**config.mk**
```make
export PLATFORM = sky130hd
export DESIGN_NAME = lru_set_replacement
export DESIGN_NICKNAME = d
export VERILOG_FILES = /design/src/hw/rtl/lrs_pkg.sv /design/src/hw/rtl/lrs_ram.sv /design/src/hw/rtl/lrs_order.sv /design/src/hw/rtl/lru_set_replacement.sv
export SDC_FILE = /design/constraint.sdc
export NUM_CORES = 2
export LEC_CHECK = 0
export BUFFER_PORTS_ARGS = -buffer_cell sky130_fd_sc_hd__buf_2
export CAP_MARGIN = 10
export CORE_MARGIN = 2
export CORE_UTILIZATION = 35
export CTS_BUF_LIST = sky130_fd_sc_hd__clkbuf_16
export DETAILED_ROUTE_END_ITERATION = 6
export GPL_TIMING_DRIVEN = 1
export SETUP_SLACK_MARGIN = 0.15
export SYNTH_ARGS = -nofsm -noshare
export SYNTH_HDL_FRONTEND = slang
export SYNTH_SLANG_ARGS = --single-unit
```
**constraint.sdc**
```tcl
create_clock -name clock -period 17.4 [get_ports clock]
set_clock_uncertainty 0.15 [all_clocks]
set_input_delay 1.74 -clock clock [delete_from_list [all_inputs] [get_ports clock]]
set_output_delay 1.74 -clock clock [all_outputs]
set_load 0.02 [all_outputs]
```
**src/hw/rtl/lrs_pkg.sv**
```systemverilog
package lrs_pkg;

   localparam int LRS_WAYS      = 16;
   localparam int LRS_TAG_BITS  = 48;
   localparam logic [1:0] EPOCH_MAX = 2'd3;

   typedef enum logic [2:0] {
      OP_FIND   = 3'd0,
      OP_FILL   = 3'd1,
      OP_ACCESS = 3'd2,
      OP_SET    = 3'd3,
      OP_GET    = 3'd4,
      OP_VICTIM = 3'd5
   } opcode_type;

   typedef enum logic [3:0] {
      ST_IDLE = 4'b0001,
      ST_READ = 4'b0010,
      ST_EXEC = 4'b0100,
      ST_SCAN = 4'b1000
   } state_type;

   typedef struct packed {
      logic [2:0]  opcode;
      logic [3:0]  way;
      logic [47:0] tag;
      logic [2:0]  block_state;
      logic [7:0]  stream;
      logic [7:0]  trace_stream;
      logic        demand_fill;
      logic        spill;
      logic [15:0] busy_mask;
   } req_type;

   typedef struct packed {
      logic        found;
      logic [3:0]  way_out;
      logic [47:0] tag_out;
      logic [2:0]  state_out;
      logic [7:0]  stream_out;
      logic        dirty_out;
      logic [1:0]  epoch_out;
   } rsp_type;

   typedef struct packed {
      logic move_front;
      logic drop;
      logic take_free;
      logic give_free;
   } ord_cmd_type;

endpackage

```
**src/hw/rtl/lrs_ram.sv**
```systemverilog
module lrs_ram #(
   parameter int WIDTH = 8,
   parameter int DEPTH = 16
) (
   input  logic                     clock,
   input  logic                     we,
   input  logic [$clog2(DEPTH)-1:0] waddr,
   input  logic [WIDTH-1:0]         wdata,
   input  logic [$clog2(DEPTH)-1:0] raddr,
   output logic [WIDTH-1:0]         rdata
);

   logic [WIDTH-1:0] mem_ff [DEPTH];
   logic [WIDTH-1:0] rdata_ff;

   always_ff @(posedge clock) begin
      if (we) begin
         mem_ff[waddr] <= wdata;
      end
      rdata_ff <= mem_ff[raddr];
   end

   assign rdata = rdata_ff;

endmodule

```
**src/hw/rtl/lrs_order.sv**
```systemverilog
module lrs_order
   import lrs_pkg::*;
#(
   parameter int WAYS = LRS_WAYS
) (
   input  logic                        clock,
   input  logic                        reset,
   input  ord_cmd_type                 cmd,
   input  logic [$clog2(WAYS)-1:0]     way,
   input  logic [$clog2(WAYS)-1:0]     rd_idx,
   output logic [$clog2(WAYS)-1:0]     rd_way,
   output logic [$clog2(WAYS)-1:0]     free_head,
   output logic                        free_has,
   output logic [$clog2(WAYS+1)-1:0]   vcount,
   output logic [$clog2(WAYS+1)-1:0]   fcount
);

   localparam int WB = $clog2(WAYS);
   localparam int CW = $clog2(WAYS + 1);

   logic [WB-1:0] rec_ff  [WAYS];
   logic [WB-1:0] rec_in  [WAYS];
   logic [WB-1:0] free_ff [WAYS];
   logic [WB-1:0] free_in [WAYS];
   logic [CW-1:0] vcount_ff, vcount_in;
   logic [CW-1:0] fcount_ff, fcount_in;

   logic [WAYS-1:0] rmatch, rlt, rle;
   logic [WAYS-1:0] fmatch, flt, fle;
   logic            rec_has;

   always_comb begin
      for (int i = 0; i < WAYS; i++) begin
         rmatch[i] = (CW'(i) < vcount_ff) && (rec_ff[i] == way);
         fmatch[i] = (CW'(i) < fcount_ff) && (free_ff[i] == way);
      end
      rlt[0] = 1'b0;
      flt[0] = 1'b0;
      for (int i = 1; i < WAYS; i++) begin
         rlt[i] = rlt[i-1] | rmatch[i-1];
         flt[i] = flt[i-1] | fmatch[i-1];
      end
      rle = rlt | rmatch;
      fle = flt | fmatch;
   end

   assign rec_has  = rle[WAYS-1];
   assign free_has = fle[WAYS-1];

   always_comb begin
      rec_in    = rec_ff;
      free_in   = free_ff;
      vcount_in = vcount_ff;
      fcount_in = fcount_ff;
      if (cmd.move_front && (rec_has || vcount_ff < CW'(WAYS))) begin
         rec_in[0] = way;
         for (int i = 1; i < WAYS; i++) begin
            if (!rlt[i]) begin
               rec_in[i] = rec_ff[i-1];
            end
         end
         if (!rec_has) begin
            vcount_in = vcount_ff + 1'b1;
         end
      end else if (cmd.drop && rec_has) begin
         for (int i = 0; i < WAYS - 1; i++) begin
            if (rle[i]) begin
               rec_in[i] = rec_ff[i+1];
            end
         end
         vcount_in = vcount_ff - 1'b1;
      end
      if (cmd.take_free && free_has) begin
         for (int i = 0; i < WAYS - 1; i++) begin
            if (fle[i]) begin
               free_in[i] = free_ff[i+1];
            end
         end
         fcount_in = fcount_ff - 1'b1;
      end else if (cmd.give_free && fcount_ff < CW'(WAYS)) begin
         free_in[fcount_ff[WB-1:0]] = way;
         fcount_in = fcount_ff + 1'b1;
      end
   end

   always_ff @(posedge clock) begin
      if (reset) begin
         for (int i = 0; i < WAYS; i++) begin
            rec_ff[i]  <= '0;
            free_ff[i] <= WB'(i);
         end
         vcount_ff <= '0;
         fcount_ff <= CW'(WAYS);
      end else begin
         rec_ff    <= rec_in;
         free_ff   <= free_in;
         vcount_ff <= vcount_in;
         fcount_ff <= fcount_in;
      end
   end

   assign rd_way    = rec_ff[rd_idx];
   assign free_head = free_ff[0];
   assign vcount    = vcount_ff;
   assign fcount    = fcount_ff;

`ifndef SYNTHESIS
   a_count_sum: assert property (@(posedge clock) disable iff (reset)
      (32'(vcount_ff) + 32'(fcount_ff)) == WAYS)
      else $error("list counts out of balance");
`endif

endmodule

```
**src/hw/rtl/lru_set_replacement.sv**
```systemverilog
// LRU replacement keeper for one cache set.
// Input: present an item on req_item with start high; it is taken at the
// rising edge where start is high and busy is low. busy stays high while
// the item is worked on, so one item is in flight at a time.
// Output: each item yields one transaction on rsp_item, marked by a one-cycle
// rsp_strobe. The receiver cannot stall; the transaction must be taken.
// After acceptance, fill, access, set_state, get and unused opcodes read
// their entry in ST_READ, then act on it in ST_EXEC, where fill, access
// and set_state write it back on success. find walks the recency order
// through the entry RAM, reading and checking one entry at a time, until
// a hit, or answers a miss once every valid entry is checked. victim gives
// the first free way if any, else skips busy ways from the least recent end.
// busy falls in the cycle rsp_strobe rises, so a new item may be accepted
// there. Entry fields sit in one RAM with registered read; a flag per way
// marks entries written since reset, others read as invalid, clean, epoch 0.
// Reset: synchronous; all ways free in order 0 upward, recency order empty.
module lru_set_replacement
   import lrs_pkg::*;
#(
   parameter int WAYS     = LRS_WAYS,
   parameter int TAG_BITS = LRS_TAG_BITS
) (
   input  logic    clock,
   input  logic    reset,
   input  logic    start,
   output logic    busy,
   input  req_type req_item,
   output logic    rsp_strobe,
   output rsp_type rsp_item
);

   localparam int WB = $clog2(WAYS);
   localparam int CW = $clog2(WAYS + 1);
   localparam int EW = TAG_BITS + 14;

   state_type     state_ff, state_in;
   req_type       req_ff, req_in;
   logic [CW-1:0] cnt_ff, cnt_in, cnt_dec;
   logic          rsp_valid_ff, rsp_valid_in;
   rsp_type       rsp_ff, rsp_in;
   logic [WAYS-1:0] wvalid_ff;
   logic          ent_valid_ff;

   ord_cmd_type   cmd;
   logic [WB-1:0] rd_idx, rd_way, free_head, wi;
   logic          free_has;
   logic [CW-1:0] vcount, fcount;

   logic          ram_we;
   logic [WB-1:0] ram_raddr;
   logic [EW-1:0] ram_wdata, ram_rdata;

   logic [63:0]         tag64, st_tag64;
   logic [TAG_BITS-1:0] req_tag, st_tag;
   logic [7:0]          st_stream;
   logic [2:0]          st_state;
   logic                st_dirty;
   logic [1:0]          st_epoch, new_epoch;
   logic [7:0]          w8, rw8;
   logic                inrange, is_find, vbusy;

   assign tag64   = 64'(req_ff.tag);
   assign req_tag = tag64[TAG_BITS-1:0];
   assign w8      = 8'(req_ff.way);
   assign wi      = w8[WB-1:0];
   assign inrange = 32'(req_ff.way) < WAYS;
   assign is_find = req_ff.opcode == OP_FIND;
   assign cnt_dec = cnt_ff - 1'b1;
   assign rd_idx  = is_find ? cnt_ff[WB-1:0] : cnt_dec[WB-1:0];
   assign rw8     = 8'(rd_way);
   assign vbusy   = (rw8 < 8'd16) && req_ff.busy_mask[rw8[3:0]];
   assign ram_raddr = is_find ? rd_way : wi;

   assign st_tag    = ram_rdata[EW-1 -: TAG_BITS];
   assign st_stream = ram_rdata[13:6];
   assign st_state  = ent_valid_ff ? ram_rdata[5:3] : 3'd0;
   assign st_dirty  = ent_valid_ff ? ram_rdata[2]   : 1'b0;
   assign st_epoch  = ent_valid_ff ? ram_rdata[1:0] : 2'd0;
   assign st_tag64  = 64'(st_tag);

   always_comb begin
      new_epoch = st_epoch;
      if (req_ff.demand_fill) begin
         if (st_stream == req_ff.trace_stream) begin
            new_epoch = (st_epoch == EPOCH_MAX) ? EPOCH_MAX : st_epoch + 2'd1;
         end else begin
            new_epoch = 2'd0;
         end
      end
   end

   always_comb begin
      state_in     = state_ff;
      req_in       = req_ff;
      cnt_in       = cnt_ff;
      rsp_valid_in = 1'b0;
      rsp_in       = '0;
      ram_we       = 1'b0;
      ram_wdata    = {st_tag, req_ff.stream, st_state, st_dirty, st_epoch};
      cmd          = '0;
      case (state_ff)
         ST_IDLE: begin
            if (start) begin
               req_in = req_item;
               if (req_item.opcode == OP_VICTIM) begin
                  cnt_in   = vcount;
                  state_in = ST_SCAN;
               end else begin
                  cnt_in   = '0;
                  state_in = ST_READ;
               end
            end
         end
         ST_READ: begin
            if (is_find && cnt_ff >= vcount) begin
               rsp_valid_in = 1'b1;
               state_in     = ST_IDLE;
            end else begin
               state_in = ST_EXEC;
            end
         end
         ST_EXEC: begin
            state_in = ST_IDLE;
            case (req_ff.opcode)
               OP_FIND: begin
                  if (st_tag == req_tag) begin
                     rsp_valid_in   = 1'b1;
                     rsp_in.found   = 1'b1;
                     rsp_in.way_out = rw8[3:0];
                  end else begin
                     cnt_in   = cnt_ff + 1'b1;
                     state_in = ST_READ;
                  end
               end
               OP_FILL: begin
                  rsp_valid_in = 1'b1;
                  if (inrange && st_state == 3'd0 && req_ff.block_state != 3'd0
                      && free_has) begin
                     rsp_in.found   = 1'b1;
                     ram_we         = 1'b1;
                     ram_wdata      = {req_tag, req_ff.stream, req_ff.block_state,
                                       req_ff.spill, 2'd0};
                     cmd.take_free  = 1'b1;
                     cmd.move_front = 1'b1;
                  end
               end
               OP_ACCESS: begin
                  rsp_valid_in = 1'b1;
                  if (inrange && st_state != 3'd0) begin
                     rsp_in.found   = 1'b1;
                     ram_we         = 1'b1;
                     ram_wdata      = {st_tag, req_ff.stream, st_state,
                                       req_ff.spill, new_epoch};
                     cmd.move_front = 1'b1;
                  end
               end
               OP_SET: begin
                  rsp_valid_in = 1'b1;
                  if (inrange && st_state != 3'd0 && st_tag == req_tag) begin
                     rsp_in.found = 1'b1;
                     ram_we       = 1'b1;
                     if (req_ff.block_state != 3'd0) begin
                        ram_wdata = {st_tag, req_ff.stream, req_ff.block_state,
                                     st_dirty, st_epoch};
                     end else begin
                        ram_wdata     = {st_tag, req_ff.stream, 3'd0, st_dirty, 2'd0};
                        cmd.drop      = 1'b1;
                        cmd.give_free = 1'b1;
                     end
                  end
               end
               OP_GET: begin
                  rsp_valid_in = 1'b1;
                  if (inrange) begin
                     rsp_in.found      = 1'b1;
                     rsp_in.tag_out    = st_tag64[47:0];
                     rsp_in.state_out  = st_state;
                     rsp_in.stream_out = st_stream;
                     rsp_in.dirty_out  = st_dirty;
                     rsp_in.epoch_out  = st_epoch;
                  end
               end
               default: begin
                  rsp_valid_in = 1'b1;
               end
            endcase
         end
         ST_SCAN: begin
            if (fcount != '0) begin
               rsp_valid_in   = 1'b1;
               rsp_in.found   = 1'b1;
               rsp_in.way_out = 4'(free_head);
               state_in       = ST_IDLE;
            end else if (cnt_ff == '0) begin
               rsp_valid_in = 1'b1;
               state_in     = ST_IDLE;
            end else if (!vbusy) begin
               rsp_valid_in   = 1'b1;
               rsp_in.found   = 1'b1;
               rsp_in.way_out = rw8[3:0];
               state_in       = ST_IDLE;
            end else begin
               cnt_in = cnt_dec;
            end
         end
         default: begin
            state_in = ST_IDLE;
         end
      endcase
   end

   always_ff @(posedge clock) begin
      if (reset) begin
         state_ff     <= ST_IDLE;
         rsp_valid_ff <= 1'b0;
         wvalid_ff    <= '0;
         cnt_ff       <= '0;
      end else begin
         state_ff     <= state_in;
         rsp_valid_ff <= rsp_valid_in;
         cnt_ff       <= cnt_in;
         if (ram_we) begin
            wvalid_ff[wi] <= 1'b1;
         end
      end
      req_ff       <= req_in;
      rsp_ff       <= rsp_in;
      ent_valid_ff <= wvalid_ff[ram_raddr];
   end

   lrs_ram #(
      .WIDTH (EW),
      .DEPTH (WAYS)
   ) u_entry_ram (
      .clock (clock),
      .we    (ram_we),
      .waddr (wi),
      .wdata (ram_wdata),
      .raddr (ram_raddr),
      .rdata (ram_rdata)
   );

   lrs_order #(
      .WAYS (WAYS)
   ) u_order (
      .clock     (clock),
      .reset     (reset),
      .cmd       (cmd),
      .way       (wi),
      .rd_idx    (rd_idx),
      .rd_way    (rd_way),
      .free_head (free_head),
      .free_has  (free_has),
      .vcount    (vcount),
      .fcount    (fcount)
   );

   assign busy       = state_ff != ST_IDLE;
   assign rsp_strobe = rsp_valid_ff;
   assign rsp_item   = rsp_ff;

`ifndef SYNTHESIS
   a_rsp_spaced: assert property (@(posedge clock) disable iff (reset)
      rsp_strobe |=> !rsp_strobe)
      else $error("two transactions in consecutive cycles");
   a_accept_busy: assert property (@(posedge clock) disable iff (reset)
      (start && !busy) |=> busy)
      else $error("accepted transaction did not raise busy");
   a_miss_way: assert property (@(posedge clock) disable iff (reset)
      (rsp_strobe && !rsp_item.found) |-> (rsp_item.way_out == 4'd0))
      else $error("way reported on a miss");
   a_write_exec: assert property (@(posedge clock) disable iff (reset)
      ram_we |-> (state_ff == ST_EXEC && rsp_valid_in))
      else $error("entry written outside a completing step");
`endif

endmodule

```
# == Word level (Yosys, flattened, before mapping) ==
# Memories as Yosys holds them, arrays and structs flattened. A register that Yosys moved wholly into a read port is not among the register bits.
# Index checks and enable logic that the tools add are counted.
# word_totals
reg_bits,324
latch_bits,0
ram_bits,992
romBits,0
input_bits,95
output_inout_bits,69
elab_cells,451
memories,1
# classes
add_sub_neg,7
n_mul,0
div,0
magnitude_cmp,43
n_eq_ne,82
n_shift,0
n_mux,123
n_bitwise,35
reduce_logical,105
# mem_list
name,depth,word_bits,rd,rd_ports_with_merged_regs,write_ports,line_no,text
u_entry_ram.mem_ff,16,62,1,1,1,lrs_ram.sv:13,logic [WIDTH-1:0] mem_ff [DEPTH];
# ops
op,n
4-bit two-way mux,56
62-bit case mux with 3 select lines,1
60-bit two-way mux,3
4-bit equality test,32
62-bit two-way mux,2
4-bit by 5-bit < comparator with 1-bit output (first input constant),16
5-bit two-way mux,16
64-bit bitwise mux,1
64-bit two-way mux,1
48-bit equality test,1
16-bit OR,3
2-bit AND reduction,22
1-bit logical AND,43
2-bit inequality test (second input constant),21
3-bit AND reduction,14
3-bit by 5-bit < comparator with 1-bit output (first input constant),8
2-bit nonzero test,17
2-bit by 1-bit inequality test with 1-bit output (second input constant),15
1-bit OR,28
1-bit by 5-bit < comparator with 1-bit output (first input constant),4
2-bit by 5-bit < comparator with 1-bit output (first input constant),4
4-bit by 5-bit < comparator with 1-bit output (second input constant),4
1-bit two-way mux,20
4-bit binary-select mux with 4-bit select,1
39 further kinds,62

# == Longest topological paths before layout ==
# depth
ltp_word,24
depth_mapped,20
mapped_depth_nobuf,12

# == Cells and area by module ==
# A second synthesis with hierarchy kept.
# hier_totals
hier_cells,3375
hier_area_um2,55577.1
# by_module_without_submodules
mod,n_inst,cells_each,area_each_um2,seq_area_each_um2
lrs_ram,1,1598,38333.0,31029.8
lrs_order,1,1126,9177.6,2762.6
lru_set_replacement,1,651,8066.5,4644.5

# == Worst setup path before layout ==
# OpenSTA, ideal clock, no wires.
# synth_path
path_type,reg2reg
from,register req_ff (netlist bit wi[2])
to,"memory u_entry_ram.mem_ff[3][0] in the netlist's numbering, enable pin"
setup_time_ns,0.558
arrival_ns,6.787
required_ns,16.692
slack_ns,9.905
stages_incl_launch_ff,16
path_buffers,6
period_less_slack_ns,7.495
path_cell_list,edfxtp_1 > buf_2 > buf_6 > buf_6 > buf_6 > buf_2 > xor2_1 > a211oi_1 > nand3_1 > nand3_2 > o211ai_2 > nor2_1 > o21a_1 > clkbuf_1 > nand3_1 > nor3_1
# synth_via
elab_chain_len,23
word_cells_on_any_way,53
classes_between,eq/ne: 16; mux: 5; bitwise: 15; reduce/logical: 17
# synth_lines
element,line_no,text
from (decl),lru_set_replacement.sv:37,"req_type req_ff, req_in;"
from (signal assigned),lru_set_replacement.sv:226,req_ff <= req_in;
4-bit equality test,lrs_order.sv:35,fmatch[i] = (CW'(i) < fcount_ff) && (free_ff[i] == way);
1-bit logical AND,lrs_order.sv:35,
1-bit OR (14 in series),lrs_order.sv:41,flt[i] = flt[i-1] | fmatch[i-1];
16-bit OR,lrs_order.sv:44,fle = flt | fmatch;
1-bit logical AND,lru_set_replacement.sv:138,&& free_has) begin
1-bit two-way mux,lru_set_replacement.sv:137,if (inrange && st_state == 3'd0 && req_ff.block_state != 3'd0
1-bit case mux with 3 select lines,lru_set_replacement.sv:124,case (req_ff.opcode)
1-bit two-way mux,lru_set_replacement.sv:101,case (state_ff)
1-bit two-way mux,lrs_ram.sv:17,if (we) begin
1-bit two-way mux (implied by the code),lrs_ram.sv:18,mem_ff[waddr] <= wdata;
to (decl),lrs_ram.sv:13,
# Several ways; a longest one is shown, not always the timed one.

# == Worst setup path after layout ==
# layout_path
from,register cnt_ff[0]
to,"register u_entry_ram.rdata_ff[28], in the netlist u_entry_ram.rdata[28] (read register of u_entry_ram.mem_ff)"
# layout_via
elab_chain_len,7
# layout_lines
element,line_no,text
from (decl),lru_set_replacement.sv:38,"logic [CW-1:0] cnt_ff, cnt_in, cnt_dec;"
from (signal assigned),lru_set_replacement.sv:221,cnt_ff <= cnt_in;
5-bit by 1-bit subtractor with 5-bit output,lru_set_replacement.sv:68,assign cnt_dec = cnt_ff - 1'b1;
4-bit two-way mux (*),lru_set_replacement.sv:69,assign rd_idx = is_find ? cnt_ff[WB-1:0] : cnt_dec[WB-1:0];
4-bit inverter with 5-bit output (implied by the code) (*),lrs_order.sv:102,assign rd_way = rec_ff[rd_idx];
4-bit binary-select mux with 4-bit select (*),lrs_order.sv:102,
4-bit two-way mux (implied by the code) (*) (2 in series),lrs_order.sv:102,
4-bit two-way mux (*),lru_set_replacement.sv:72,assign ram_raddr = is_find ? rd_way : wi;
to (decl),lrs_ram.sv:14,logic [WIDTH-1:0] rdata_ff;
# Every way passes the cells marked *; elsewhere a longest branch is shown, timed or not. The select of a mux whose other input is x is not followed.
# A chain may end at the register's enable or synchronous reset.

==> summary.md <==
| Metric | Value |
|---|---|
| Status | finished clean |
| Routed via count | 34100 |
| DIE AREA | 171000 um^2 |
| Synth Net Count | 4220 |
| GRT met3 Usage | 2.69% |
| FF-to-FF setup slack | 10310 ps |
| TritonCTS clock tree | done |
| Final number of setup-violating endpoints | 0 |
| CTS HTree Levels | 4 |
| Post-DP Area | 61800 um^2 |
| Drc violations | 0 |
| CP endpoint kind | flop |
| Maximum clock rate | 141 MHz |
| Mapped Cells | 4109 |
| Hold wc startpoint | wvalid_ff[9]$_SDFFE_PP0P_ |
| Post-CTS resize count | 0 |
| Critical R2R Launch | cnt_ff[0]$_SDFFE_PP0P_ |
| Total Negative Setup Slacks | 0 ps |
| First-pass GRT wire length | 223000 um |
| # nets final | 4366 |
| Ports | 164 |
| Sequential area share after synthesis | 65.5% |
| Number of synthesized flops with an enable pin | 1084 |
| Synth async-reset ratio | 0% |
| Post-CTS Setup Bufs | 0 |
| Initial DRC count | 2964 |
| Min Tclk post-route | 7090 ps |
| Total track usage | 17.4% |
| Final WL | 151000 um |
| M1 GR Usage | 23.5% |
| Worst skew pair latency | 800 ps |
| Busiest grt layer | met2 |
| CP arrival | 7580 ps |
| Final hold slack | 315 ps |
| Synth Area in Simple Gates | 6.30% |
| Avg Inst Size Synth | 14.3 um^2 |
| CTS root buffer | clkbuf_16 |
| Mux contribution to synthesized area | 16.9% |
| Period utilisation layout | 40.7% |
| Layout cells sized above 1 | 12.8% |
| Row cnt | 150 |
| First drt pass iteration count | 6 |
| Max Buffers Root-to-Sink | 3 |
| Die height | 413 um |
| Adder-cell share of the synthesized area | 0.341% |
| Crit path from | cnt_ff[0]$_SDFFE_PP0P_ |
| Worst Setup Start Kind | flop |
| Vias in the first global route | 33600 |
| Hold Path Class | flop to flop |
| Met2 Use GR | 29.1% |
| Pin count of the biggest net entering global routing | 138 |
| Port bufs | 163 |
| CTS Buf Count | 147 |
| Synth Area in Compound Gates | 5.76% |
| Design area | 66600 um^2 |
| VDD IR max | 101 uV |
| Area growth syn-to-layout | 13.6% |
| Initial antenna violation count | 4 |
| Starting Density | 35.1% |
| P_leak | 0.0248 uW |
| Hold_buf cts | 0 |
| Final Slew Violations | 0 |
| DP HPWL | 84900 um |
| Worst flop-to-flop path endpoint | u_entry_ram.rdata[28]$_DFF_P_ |
| Setup ws final | 10310 ps |
| Post-Place Setup Slack | 10430 ps |
| Final Hold Vio Count | 0 |
| R2R depth | 17 |
| Synth Area in XOR/XNOR | 2.82% |
| WL/cell | 23.0 um |
| Max Cap Viol | 0 |
| Yosys warns | 0 |
| Synthesized flop and latch total | 1378 |
| Clock slew at reported path FFs | 60 ps |
| Worst Setup Path Type | flop to flop |
| GP Congestion | 0.870 |
| Total congestion overflow | 0 |
| Antenna-violating nets left | 0 |
| Slew @ Worst Pin | 1300 ps |
| Ys flop type | edfxtp_1 |
| Synthesized area | 58600 um^2 |
| Largest family of logic cells by synthesized area | multiplexers |
| Die width | 413 um |
| Crit path max fanout | 137 |
| Unrepaired setup endpoints after global routing | no |
| Critical Path End | u_entry_ram.rdata[28]$_DFF_P_ |
| Crit path required time | 17890 ps |
| Power per cell area | 127 nW/um^2 |
| Core area | 167000 um^2 |
| Max_slew headroom | 13.5% |
| Synth unique cells | 96 |
| CTS sink count | 1378 |
| Via density per instance | 5.17 |
-- worst min-delay path by stage --
stage	end	slack [ps]	cells after the start
after floorplan	wvalid_ff[13]$_SDFFE_PP0P_	280	2
after global placement	wvalid_ff[5]$_SDFFE_PP0P_	290	2
after detailed placement	wvalid_ff[5]$_SDFFE_PP0P_	300	2
after CTS	wvalid_ff[1]$_SDFFE_PP0P_	320	2
after global routing	wvalid_ff[9]$_SDFFE_PP0P_	340	2
final	wvalid_ff[9]$_SDFFE_PP0P_	310	2
-- Yosys cell counts, types with 11 or more instances --
| cell | number | area [um^2] |
|---|---|---|
| a211oi_1 | 78 | 586 |
| a21oi_1 | 82 | 410 |
| a221oi_1 | 16 | 140 |
| a22oi_1 | 13 | 97.6 |
| a311oi_1 | 11 | 96.3 |
| a31oi_1 | 28 | 175 |
| and2_1 | 71 | 444 |
| buf_2 | 103 | 515 |
| buf_4 | 19 | 143 |
| buf_6 | 15 | 169 |
| clkbuf_1 | 82 | 308 |
| dfxtp_1 | 294 | 5890 |
| edfxtp_1 | 1084 | 32600 |
| ha_1 | 16 | 200 |
| inv_1 | 48 | 180 |
| mux2_2 | 75 | 845 |
| mux2i_1 | 896 | 8970 |
| nand2_1 | 297 | 1110 |
| nand2b_1 | 12 | 75.1 |
| nand3_1 | 38 | 190 |
| nand4_1 | 31 | 194 |
| nor2_1 | 197 | 739 |
| nor2b_1 | 24 | 150 |
| nor3_1 | 43 | 215 |
| nor4_1 | 17 | 106 |
| o211ai_1 | 20 | 150 |
| o21ai_0 | 38 | 190 |
| o21ai_1 | 57 | 285 |
| o22ai_1 | 22 | 138 |
| xnor2_1 | 126 | 1100 |
| xor2_1 | 63 | 552 |
-- critical path, stage by stage (launching register included) --
cell and delay [ps]:
dfxtp_1 310, buf_4 410, inv_1 400, ha_1 590, buf_4 310, nor2b_1 380
a22oi_2 170, o22ai_1 210, o21bai_2 160, a41oi_4 220, buf_12 640, buf_4 930
buf_4 890, mux2i_1 280, mux2i_1 100, mux2_2 300, nand2_1 70, o21ai_0 90
-- layer usage --
metal	wire [um]	vias to the layer above	share of wire [%]
met2	73200	865	48
met4	3360	0	2.2
met3	6870	200	4.5
met5	0	-	0
li1	-	15800	-
met1	67900	17200	45
-- cell usage in the layout (no fill, tap or decap), drive strengths merged, types with 12 or more instances in the layout --
cell	instances
buf	227
a221oi	17
clkinv	62
edfxtp	1084
o211ai	21
mux2i	896
o22ai	22
and2	73
ha	16
a31oi	28
dfxtp	294
a311oi	12
o21ai	96
a211oi	78
nand2	297
a21oi	82
nand4	31
clkbuf	148
mux2	78
xnor2	126
nand2b	12
inv	100
xor2	63
nor2b	24
nor3	46
nor4	18
nand3	40
a22oi	16
nor2	198
-- area by class of cell --
class | instances | area (um^2)
fill | 15300 | 100000
clock buffer | 148 | 3700
clock inverter | 128 | 1110
antenna | 5 | 12.5
timing repair buffer | 227 | 1390
tap | 2204 | 2760
multi-input combinational | 2453 | 19000
sequential | 1378 | 38400
inverter | 48 | 180
-- metrics by stage --
stage / util (%) / instances / total power, uW
2_1_floorplan: - / 4109 / 5020
3_3_place_gp: 37.0 / 6309 / 5470
3_5_place_dp: 37.0 / 6309 / 5490
4_1_cts: 39.9 / 6585 / 8570
5_1_grt: 39.9 / 6586 / 8810
6_report: 39.9 / 6591 / 8480
-- registers in the layout, indices dropped and copies added (netlist names) --
register            flops
cnt_ff                  5
ent_valid_ff            1
req_ff                 40
req_tag                48
rsp_item               67
rsp_strobe              1
state_ff                4
u_entry_ram.mem_ff    992
u_entry_ram.rdata      62
u_order.fcount          5
u_order.free_ff        60
u_order.free_head       4
u_order.rec_ff         64
u_order.vcount          5
wi                      4
wvalid_ff              16
-- power by group --
| part | total, uW | internal, uW | switching [uW] |
|---|---|---|---|
| registers | 3990 | 3870 | 118 |
| clock network | 3060 | 1720 | 1340 |
| logic | 1430 | 516 | 910 |
-- kinds of logic after synthesis --
group | count (synthesis)
adder cells (fa/ha/maj) | 16
multiplexers | 977
AND/OR/NAND/NOR | 789
AO/OA/AOI/OAI | 482
XOR/XNOR | 189
flip-flops | 1378
buffers and inverters | 278
No activity file was read; power rests on OpenSTA's default activity.
